--- src/rtl/complex_dot_product_top_macros.svh ---
// assertion macros for the complex dot product block
`ifndef COMPLEX_DOT_PRODUCT_TOP_MACROS_SVH
`define COMPLEX_DOT_PRODUCT_TOP_MACROS_SVH

`ifndef SYNTHESIS
`define CDP_ASSERT_IMPL(label, clk, rst_n, ante, cons) \
    label: assert property (@(posedge clk) disable iff (!(rst_n)) (ante) |-> (cons)) \
        else $error("assertion failed: same-cycle implication");
`define CDP_ASSERT_NEXT(label, clk, ante, cons) \
    label: assert property (@(posedge clk) (ante) |=> (cons)) \
        else $error("assertion failed: next-cycle implication");
`else
`define CDP_ASSERT_IMPL(label, clk, rst_n, ante, cons)
`define CDP_ASSERT_NEXT(label, clk, ante, cons)
`endif

`endif

--- src/rtl/cdp_pkg.sv ---
// shared constants and types for the complex dot product block
package cdp_pkg;

    localparam int SAMPLE_WIDTH_DEF = 16;
    localparam int ACC_WIDTH_DEF    = 48;
    localparam int FIFO_DEPTH       = 4;

    typedef struct packed {
        logic full;
        logic empty;
    } t_fifo_status;

endpackage

--- src/rtl/cdp_if.sv ---
// stream interfaces for sample pairs and dot product results
interface cdp_in_if #(
    parameter int SAMPLE_WIDTH = cdp_pkg::SAMPLE_WIDTH_DEF
);
    logic                           valid;
    logic                           ready;
    logic signed [SAMPLE_WIDTH-1:0] a_real;
    logic signed [SAMPLE_WIDTH-1:0] a_imag;
    logic signed [SAMPLE_WIDTH-1:0] b_real;
    logic signed [SAMPLE_WIDTH-1:0] b_imag;
    logic                           last_item;

    modport source (
        output valid, a_real, a_imag, b_real, b_imag, last_item,
        input  ready
    );
    modport sink (
        input  valid, a_real, a_imag, b_real, b_imag, last_item,
        output ready
    );
endinterface

interface cdp_out_if #(
    parameter int ACC_WIDTH = cdp_pkg::ACC_WIDTH_DEF
);
    logic                        valid;
    logic                        ready;
    logic signed [ACC_WIDTH-1:0] dot_real;
    logic signed [ACC_WIDTH-1:0] dot_imag;
    logic                        overflow;

    modport source (
        output valid, dot_real, dot_imag, overflow,
        input  ready
    );
    modport sink (
        input  valid, dot_real, dot_imag, overflow,
        output ready
    );
endinterface

--- src/rtl/complex_dot_product_top.sv ---
// top level of the complex conjugate dot product accumulator
// Accumulates conj(a)*b over a vector of complex Q1.15 sample pairs into two saturating
// Q18.30 accumulators and returns both sums plus a sticky overflow flag on the item
// marked last, then starts the next vector from zero. One sample pair is taken every
// clock cycle in steady state: the front end is a two-stage pipeline (four products,
// then the two conjugate terms), a four-entry queue decouples it from the back end, and
// the back end does one add-and-clamp per cycle, which is the only loop in the design.
// A result reaches the output register after its last pair passes the product and term registers
// and the queue; the input only stops when the queue fills behind an unread result.
`include "complex_dot_product_top_macros.svh"

module complex_dot_product_top #(
    parameter int SAMPLE_WIDTH = cdp_pkg::SAMPLE_WIDTH_DEF,
    parameter int ACC_WIDTH    = cdp_pkg::ACC_WIDTH_DEF
) (
    input  logic      i_clk,
    input  logic      i_rst_n,
    cdp_in_if.sink    i_in,
    cdp_out_if.source o_out
);
    import cdp_pkg::*;

    localparam int TW = 2 * SAMPLE_WIDTH + 1;
    localparam int QW = 2 * TW + 1;

    t_fifo_status  w_fifo_stat;
    logic          w_push;
    logic [QW-1:0] w_push_data;
    logic          w_pop;
    logic [QW-1:0] w_pop_data;

    cdp_front #(
        .SAMPLE_WIDTH (SAMPLE_WIDTH),
        .TERM_WIDTH   (TW)
    ) u_front (
        .i_clk       (i_clk),
        .i_rst_n     (i_rst_n),
        .i_in        (i_in),
        .i_fifo_stat (w_fifo_stat),
        .o_push      (w_push),
        .o_push_data (w_push_data)
    );

    cdp_fifo #(
        .WIDTH (QW),
        .DEPTH (FIFO_DEPTH)
    ) u_fifo (
        .i_clk       (i_clk),
        .i_rst_n     (i_rst_n),
        .i_push      (w_push),
        .i_push_data (w_push_data),
        .i_pop       (w_pop),
        .o_pop_data  (w_pop_data),
        .o_stat      (w_fifo_stat)
    );

    cdp_back #(
        .TERM_WIDTH (TW),
        .ACC_WIDTH  (ACC_WIDTH)
    ) u_back (
        .i_clk       (i_clk),
        .i_rst_n     (i_rst_n),
        .i_fifo_stat (w_fifo_stat),
        .i_pop_data  (w_pop_data),
        .o_pop       (w_pop),
        .o_out       (o_out)
    );

    `CDP_ASSERT_IMPL(a_no_push_when_full, i_clk, i_rst_n, w_fifo_stat.full, !w_push)
    `CDP_ASSERT_IMPL(a_no_pop_when_empty, i_clk, i_rst_n, w_fifo_stat.empty, !w_pop)
    `CDP_ASSERT_NEXT(a_reset_clears_result, i_clk, !i_rst_n, !o_out.valid && w_fifo_stat.empty)

endmodule

--- src/rtl/cdp_front.sv ---
// front end: accepts sample pairs, forms products and conjugate terms
module cdp_front #(
    parameter int SAMPLE_WIDTH = cdp_pkg::SAMPLE_WIDTH_DEF,
    parameter int TERM_WIDTH   = 2 * cdp_pkg::SAMPLE_WIDTH_DEF + 1
) (
    input  logic                      i_clk,
    input  logic                      i_rst_n,
    cdp_in_if.sink                    i_in,
    input  cdp_pkg::t_fifo_status     i_fifo_stat,
    output logic                      o_push,
    output logic [2*TERM_WIDTH:0]     o_push_data
);
    import cdp_pkg::*;

    localparam int PW = 2 * SAMPLE_WIDTH;

    logic                         r_s1_valid;
    logic                         r_s1_last;
    logic signed [PW-1:0]         r_p_rr;
    logic signed [PW-1:0]         r_p_ii;
    logic signed [PW-1:0]         r_p_ri;
    logic signed [PW-1:0]         r_p_ir;
    logic                         r_s2_valid;
    logic                         r_s2_last;
    logic signed [TERM_WIDTH-1:0] r_t_re;
    logic signed [TERM_WIDTH-1:0] r_t_im;
    logic                         w_s1_adv;
    logic                         w_s2_adv;

    assign w_s2_adv    = !r_s2_valid || !i_fifo_stat.full;
    assign w_s1_adv    = !r_s1_valid || w_s2_adv;
    assign i_in.ready  = w_s1_adv;
    assign o_push      = r_s2_valid && !i_fifo_stat.full;
    assign o_push_data = {r_s2_last, r_t_re, r_t_im};

    always_ff @(posedge i_clk) begin
        if (!i_rst_n) begin
            r_s1_valid <= 1'b0;
            r_s2_valid <= 1'b0;
        end else begin
            if (w_s1_adv) begin
                r_s1_valid <= i_in.valid;
            end
            if (w_s2_adv) begin
                r_s2_valid <= r_s1_valid;
            end
        end
    end

    // product stage
    always_ff @(posedge i_clk) begin
        if (w_s1_adv && i_in.valid) begin
            r_p_rr    <= PW'(i_in.a_real) * PW'(i_in.b_real);
            r_p_ii    <= PW'(i_in.a_imag) * PW'(i_in.b_imag);
            r_p_ri    <= PW'(i_in.a_real) * PW'(i_in.b_imag);
            r_p_ir    <= PW'(i_in.a_imag) * PW'(i_in.b_real);
            r_s1_last <= i_in.last_item;
        end
    end

    // conj(a)*b terms
    always_ff @(posedge i_clk) begin
        if (w_s2_adv && r_s1_valid) begin
            r_t_re    <= TERM_WIDTH'(r_p_rr) + TERM_WIDTH'(r_p_ii);
            r_t_im    <= TERM_WIDTH'(r_p_ri) - TERM_WIDTH'(r_p_ir);
            r_s2_last <= r_s1_last;
        end
    end

endmodule

--- src/rtl/cdp_fifo.sv ---
// short queue between front end and accumulator
module cdp_fifo #(
    parameter int WIDTH = 4 * cdp_pkg::SAMPLE_WIDTH_DEF + 3,
    parameter int DEPTH = cdp_pkg::FIFO_DEPTH
) (
    input  logic                  i_clk,
    input  logic                  i_rst_n,
    input  logic                  i_push,
    input  logic [WIDTH-1:0]      i_push_data,
    input  logic                  i_pop,
    output logic [WIDTH-1:0]      o_pop_data,
    output cdp_pkg::t_fifo_status o_stat
);
    import cdp_pkg::*;

    localparam int AW = (DEPTH > 1) ? $clog2(DEPTH) : 1;
    localparam int CW = $clog2(DEPTH + 1);

    logic [WIDTH-1:0] r_mem [DEPTH];
    logic [AW-1:0]    r_wr_ptr;
    logic [AW-1:0]    r_rd_ptr;
    logic [CW-1:0]    r_count;

    assign o_stat.full  = (r_count == CW'(DEPTH));
    assign o_stat.empty = (r_count == '0);
    assign o_pop_data   = r_mem[r_rd_ptr];

    always_ff @(posedge i_clk) begin
        if (!i_rst_n) begin
            r_wr_ptr <= '0;
            r_rd_ptr <= '0;
            r_count  <= '0;
        end else begin
            if (i_push) begin
                r_wr_ptr <= (r_wr_ptr == AW'(DEPTH - 1)) ? '0 : r_wr_ptr + 1'b1;
            end
            if (i_pop) begin
                r_rd_ptr <= (r_rd_ptr == AW'(DEPTH - 1)) ? '0 : r_rd_ptr + 1'b1;
            end
            if (i_push && !i_pop) begin
                r_count <= r_count + 1'b1;
            end else if (!i_push && i_pop) begin
                r_count <= r_count - 1'b1;
            end
        end
    end

    always_ff @(posedge i_clk) begin
        if (i_push) begin
            r_mem[r_wr_ptr] <= i_push_data;
        end
    end

endmodule

--- src/rtl/cdp_back.sv ---
// back end: saturating accumulators and result register
module cdp_back #(
    parameter int TERM_WIDTH = 2 * cdp_pkg::SAMPLE_WIDTH_DEF + 1,
    parameter int ACC_WIDTH  = cdp_pkg::ACC_WIDTH_DEF
) (
    input  logic                  i_clk,
    input  logic                  i_rst_n,
    input  cdp_pkg::t_fifo_status i_fifo_stat,
    input  logic [2*TERM_WIDTH:0] i_pop_data,
    output logic                  o_pop,
    cdp_out_if.source             o_out
);
    import cdp_pkg::*;

    localparam int EW = ((ACC_WIDTH > TERM_WIDTH) ? ACC_WIDTH : TERM_WIDTH) + 1;

    logic signed [ACC_WIDTH-1:0]  r_sum_re;
    logic signed [ACC_WIDTH-1:0]  r_sum_im;
    logic                         r_sat;
    logic                         r_out_valid;
    logic signed [ACC_WIDTH-1:0]  r_dot_re;
    logic signed [ACC_WIDTH-1:0]  r_dot_im;
    logic                         r_ovf;
    logic                         w_last;
    logic signed [TERM_WIDTH-1:0] w_term_re;
    logic signed [TERM_WIDTH-1:0] w_term_im;
    logic signed [EW-1:0]         w_wide_re;
    logic signed [EW-1:0]         w_wide_im;
    logic                         w_ovf_re;
    logic                         w_ovf_im;
    logic signed [ACC_WIDTH-1:0]  n_sum_re;
    logic signed [ACC_WIDTH-1:0]  n_sum_im;
    logic                         n_sat;

    function automatic logic [ACC_WIDTH-1:0] clamp(input logic [EW-1:0] v, input logic ovf);
        logic [ACC_WIDTH-1:0] res;
        if (!ovf) begin
            res = v[ACC_WIDTH-1:0];
        end else if (v[EW-1]) begin
            res = {1'b1, {(ACC_WIDTH-1){1'b0}}};
        end else begin
            res = {1'b0, {(ACC_WIDTH-1){1'b1}}};
        end
        return res;
    endfunction

    assign w_last    = i_pop_data[2*TERM_WIDTH];
    assign w_term_re = i_pop_data[2*TERM_WIDTH-1:TERM_WIDTH];
    assign w_term_im = i_pop_data[TERM_WIDTH-1:0];

    assign o_pop = !i_fifo_stat.empty && (!w_last || !r_out_valid || o_out.ready);

    always_comb begin
        w_wide_re = EW'(r_sum_re) + EW'(w_term_re);
        w_wide_im = EW'(r_sum_im) + EW'(w_term_im);
        // out of range when the bits above the sign are not a copy of it
        w_ovf_re  = !((&w_wide_re[EW-1:ACC_WIDTH-1]) || (~|w_wide_re[EW-1:ACC_WIDTH-1]));
        w_ovf_im  = !((&w_wide_im[EW-1:ACC_WIDTH-1]) || (~|w_wide_im[EW-1:ACC_WIDTH-1]));
        n_sum_re  = clamp(w_wide_re, w_ovf_re);
        n_sum_im  = clamp(w_wide_im, w_ovf_im);
        n_sat     = r_sat || w_ovf_re || w_ovf_im;
    end

    always_ff @(posedge i_clk) begin
        if (!i_rst_n) begin
            r_sum_re    <= '0;
            r_sum_im    <= '0;
            r_sat       <= 1'b0;
            r_out_valid <= 1'b0;
        end else begin
            if (o_pop) begin
                if (w_last) begin
                    r_sum_re <= '0;
                    r_sum_im <= '0;
                    r_sat    <= 1'b0;
                end else begin
                    r_sum_re <= n_sum_re;
                    r_sum_im <= n_sum_im;
                    r_sat    <= n_sat;
                end
            end
            if (o_pop && w_last) begin
                r_out_valid <= 1'b1;
            end else if (o_out.ready) begin
                r_out_valid <= 1'b0;
            end
        end
    end

    always_ff @(posedge i_clk) begin
        if (o_pop && w_last) begin
            r_dot_re <= n_sum_re;
            r_dot_im <= n_sum_im;
            r_ovf    <= n_sat;
        end
    end

    assign o_out.valid    = r_out_valid;
    assign o_out.dot_real = r_dot_re;
    assign o_out.dot_imag = r_dot_im;
    assign o_out.overflow = r_ovf;

endmodule
--- src/flat_wrapper.sv ---
// flat-port wrapper written by rule: the top's interface ports become plain ports
module complex_dot_product_top_flat import cdp_pkg::*;
#(
    parameter int SAMPLE_WIDTH = cdp_pkg::SAMPLE_WIDTH_DEF,
    parameter int ACC_WIDTH    = cdp_pkg::ACC_WIDTH_DEF
)
  (i_clk, i_rst_n, i_in_valid, i_in_a_real, i_in_a_imag, i_in_b_real, i_in_b_imag, i_in_last_item, i_in_ready, o_out_valid, o_out_dot_real, o_out_dot_imag, o_out_overflow, o_out_ready);
  cdp_in_if #(.SAMPLE_WIDTH(SAMPLE_WIDTH)) i_in_i ();
  cdp_out_if #(.ACC_WIDTH(ACC_WIDTH)) o_out_i ();
  input  logic i_clk;
  input  logic i_rst_n;
  input wire logic [$bits(i_in_i.valid)-1:0] i_in_valid;
  input wire logic [$bits(i_in_i.a_real)-1:0] i_in_a_real;
  input wire logic [$bits(i_in_i.a_imag)-1:0] i_in_a_imag;
  input wire logic [$bits(i_in_i.b_real)-1:0] i_in_b_real;
  input wire logic [$bits(i_in_i.b_imag)-1:0] i_in_b_imag;
  input wire logic [$bits(i_in_i.last_item)-1:0] i_in_last_item;
  output wire logic [$bits(i_in_i.ready)-1:0] i_in_ready;
  output wire logic [$bits(o_out_i.valid)-1:0] o_out_valid;
  output wire logic [$bits(o_out_i.dot_real)-1:0] o_out_dot_real;
  output wire logic [$bits(o_out_i.dot_imag)-1:0] o_out_dot_imag;
  output wire logic [$bits(o_out_i.overflow)-1:0] o_out_overflow;
  input wire logic [$bits(o_out_i.ready)-1:0] o_out_ready;
  assign i_in_i.valid = i_in_valid;
  assign i_in_i.a_real = i_in_a_real;
  assign i_in_i.a_imag = i_in_a_imag;
  assign i_in_i.b_real = i_in_b_real;
  assign i_in_i.b_imag = i_in_b_imag;
  assign i_in_i.last_item = i_in_last_item;
  assign i_in_ready = i_in_i.ready;
  assign o_out_valid = o_out_i.valid;
  assign o_out_dot_real = o_out_i.dot_real;
  assign o_out_dot_imag = o_out_i.dot_imag;
  assign o_out_overflow = o_out_i.overflow;
  assign o_out_i.ready = o_out_ready;
  complex_dot_product_top #(.SAMPLE_WIDTH(SAMPLE_WIDTH), .ACC_WIDTH(ACC_WIDTH)) u_core (.i_clk(i_clk), .i_rst_n(i_rst_n), .i_in(i_in_i), .o_out(o_out_i));
endmodule
--- config.mk ---
export PLATFORM = sky130hd
export DESIGN_NAME = complex_dot_product_top_flat
export DESIGN_NICKNAME = d
export VERILOG_FILES = /design/src/rtl/cdp_pkg.sv /design/src/rtl/cdp_if.sv /design/src/rtl/complex_dot_product_top.sv /design/src/rtl/cdp_front.sv /design/src/rtl/cdp_fifo.sv /design/src/rtl/cdp_back.sv /design/src/flat_wrapper.sv
export VERILOG_INCLUDE_DIRS = /design/src /design/src/rtl
export SDC_FILE = /design/constraint.sdc
export NUM_CORES = 2
export LEC_CHECK = 0
export BUFFER_PORTS_ARGS = -buffer_cell sky130_fd_sc_hd__buf_4
export CAP_MARGIN = 5
export CORE_ASPECT_RATIO = 0.6
export CORE_MARGIN = 4
export CORE_UTILIZATION = 65
export CTS_CLUSTER_SIZE = 8
export DETAILED_ROUTE_END_ITERATION = 10
export MAX_ROUTING_LAYER = met4
export PLACE_DENSITY = 0.82
export SYNTH_ARGS = -nofsm -noshare
export SYNTH_HDL_FRONTEND = slang
export SYNTH_HIERARCHICAL = 1
export SYNTH_SLANG_ARGS = --single-unit
--- constraint.sdc ---
create_clock -name i_clk -period 8.12 [get_ports i_clk]
set_input_delay 1.624 -clock i_clk [delete_from_list [all_inputs] [get_ports i_clk]]
set_output_delay 1.624 -clock i_clk [all_outputs]
set_load 0.01 [all_outputs]
==> out/qor.yml <==
ys_types: 99
die_h_um: 265
dp_hpwl_mm: 144
place_area_um2: 74000
crit_arrival_ns: 7.90
worstMarginPinSlew_ns: 1.25
fin_crit_sh: 0.919
gp_congestion: 0.994
async_reset_ff_frac: 0
layout_commonest_cell: "inv_1"
synth_xor_area_frac: 0.0349
synth-edff-count: 561
core_area_um2: 108000
startpoint_type: "primary input"
finalHoldViolCount: 0
grt.total_usage: 0.349
grt-ovfl-total: 0
num-nets-final: 8474
drt_iter0_drc: 5373
io_buffers: 167
postCtsSetupBuffers: 0
r2r_end: "u_core/u_back/r_sum_im[17]$_SDFFE_PN0P_"
drtAntennaViolNets: 0
cp_max_fo: 32
critPathKind: "primary input to register"
reg2reg_depth: 12
cp.required_ns: 8.56
clk_latency_ns: 0.72
slowest_stage: "a2111oi_0"
cts_resized: 0
grt_start_max_net_pins: 92
grt_pass1_vias: 53637
drive_gt1_frac: 0.0718
cts_hold_buffers: 0
path_delay_family: "adder cells"
routed_wl_mm: 190
yosysWarnings: 6
antenna_found_initial: 10
startpoint: "i_in_b_imag[2]"
synth_top_family_by_area: "adder cells"
most-common-layout-cells: "1254 x inv_1, 1053 x fa_1, 671 x nand2_1"
r2r_slack_ns: 1.91
vias_per_cell: 6.08
cap_viol_max_count: 0
top_level_ports: 168
muxShareOfSynthArea: 0.0221
synth_area_per_cell_um2: 10.5
dieArea_um2: 116000
route.detailed.drc: 0
via_count: 50811
cts_max_level: 3
synth-main-ff-cell: "edfxtp_1"
clock-sinks: 670
synthSimpleGateAreaFrac: 0.117
cts_tree: "yes"
dr.pass1.iters: 7
crit_chain: "buf_4, nand2_1, fa_1, fa_1, fa_1, inv_1, fa_1, fa_1, inv_1, fa_1, inv_1, ha_1, a2111oi_0, a211oi_1, o21ai_0, a22oi_2, a21oi_2, o31ai_2, a211o_1, a21oi_1, xnor2_1"
critPathMostFrequentCell: "fa_1"
clk_pin_slew_ns: 0.05
start_util: 0.661
cts_buffer_depth: 3
min_path_type: "register to register"
ys_ff_latch: 670
cts_root_buf: "clkbuf_16"
netlist_instances: 6814
finalCriticalPeriod_ns: 7.46
cts_buffers: 94
netlist_area_um2: 71500
fin_tns_setup_ns: 0
setup_viol: 0
syn_to_final_growth_pct: 7.36
num_rows: 93
grt_pass1_wl_mm: 304
crit_cells: 21
synth_nets: 8430
skew_ns: 0.0718
path_buf_inv: 4
synth_compound_area_frac: 0.0876
hp-start: "u_core/u_front/r_s1_last$_DFFE_PP_"
synthAdderAreaFrac: 0.389
relSlewSlack: 0.167
die_x_um: 436
rsz0062_at_grt: "no"
fmax_mhz: 134
end_kind: "register"
whs_path_depth: 0
max_stage_delay_ns: 0.67
slew_viol_final: 0
crit_path_end: "u_core/u_front/r_p_ii[31]$_DFFE_PP_"
yosysSeqAreaShare: 0.266
finalInstanceArea_um2: 76800
wl_per_cell_um: 22.7
status: "finished clean"
==> Yosys cell counts (all sizes together), types with 49 or more instances <==
master,n,area share
nand2,671,0.035
ha,494,0.086
dfxtp,109,0.031
xor2,83,0.010
buf,49,0.0046
xnor2,200,0.025
mux4,67,0.021
fa,1053,0.29
inv,1257,0.066
o21ai,219,0.015
a21o,104,0.011
edfxtp,561,0.24
a21oi,271,0.020
and2,523,0.046
nor2,222,0.012
clkbuf,247,0.013
maj3,59,0.0083
==> cells by family after synthesis <==
family / Yosys count
xor+xnor: 283
buf+inv: 1553
flops: 670
simple gates: 1697
compound gates: 931
fa+ha+maj: 1606
mux: 74
==> routing by layer <==
| layer | routed length [µm] | track usage | up-vias |
|---|---|---|---|
| li1 | - | - | 22081 |
| met1 | 80500 | 0.501 | 25546 |
| met2 | 82300 | 0.498 | 2836 |
| met3 | 22500 | 0.0896 | 348 |
| met4 | 4950 | 0.0921 | 0 |
| met5 | 0 | - | - |
==> area by class of cell <==
cell class	count	area, µm²
well taps	1425	1780
multi-input cells	4591	46600
clock inverters	9	170
inverters	1257	4720
fillers	7571	31400
flip-flops and latches	670	19000
repair buffers	244	1860
diodes	14	35.0
clock buffers	153	2590
==> how the worst min path moves through the flow <==
stage / slack (ns) / endpoint
after CTS: 0.44 / u_core/u_fifo/r_mem[0][3]$_DFFE_PP_
after global routing: 0.46 / u_core/u_front/r_s2_last$_DFFE_PP_
after global placement: 0.43 / u_core/u_front/r_s2_last$_DFFE_PP_
final: 0.44 / u_core/u_front/r_s2_last$_DFFE_PP_
after floorplan: 0.40 / u_core/u_front/r_s2_last$_DFFE_PP_
after detailed placement: 0.44 / u_core/u_front/r_s2_last$_DFFE_PP_
==> flip-flops by register name, summed over array words and instances, names as in the netlist, 2 cells and up, named ones only <==
register / cells
u_core/u_front/r_t_re: 33
u_core/u_fifo/r_count: 3
u_core/u_back/r_sum_re: 48
u_core/u_front/r_t_im: 33
u_core/u_fifo/r_wr_ptr: 2
u_core/u_back/o_out.dot_real: 48
u_core/u_back/r_sum_im: 48
u_core/u_front/r_p_ri: 32
u_core/u_fifo/r_rd_ptr: 2
u_core/u_back/o_out.dot_imag: 48
u_core/u_front/r_p_rr: 32
u_core/u_front/r_p_ir: 32
u_core/u_fifo/r_mem: 268
u_core/u_front/r_p_ii: 32
==> stage by stage <==
stage               hold WS, ns  setup WS (ns)   util  std cells
floorplan                 0.400          0.855      -       6814
global placement          0.431          0.314  0.684       8187
detailed placement        0.436          0.186  0.684       8187
CTS                       0.444          0.937  0.709       8349
global route              0.461          0.433  0.710       8358
finish                    0.444          0.661  0.710       8363
Power is left out: the tool's default activity adds up to more than one toggle a clock period on the data nets, which glitch-free logic cannot reach.
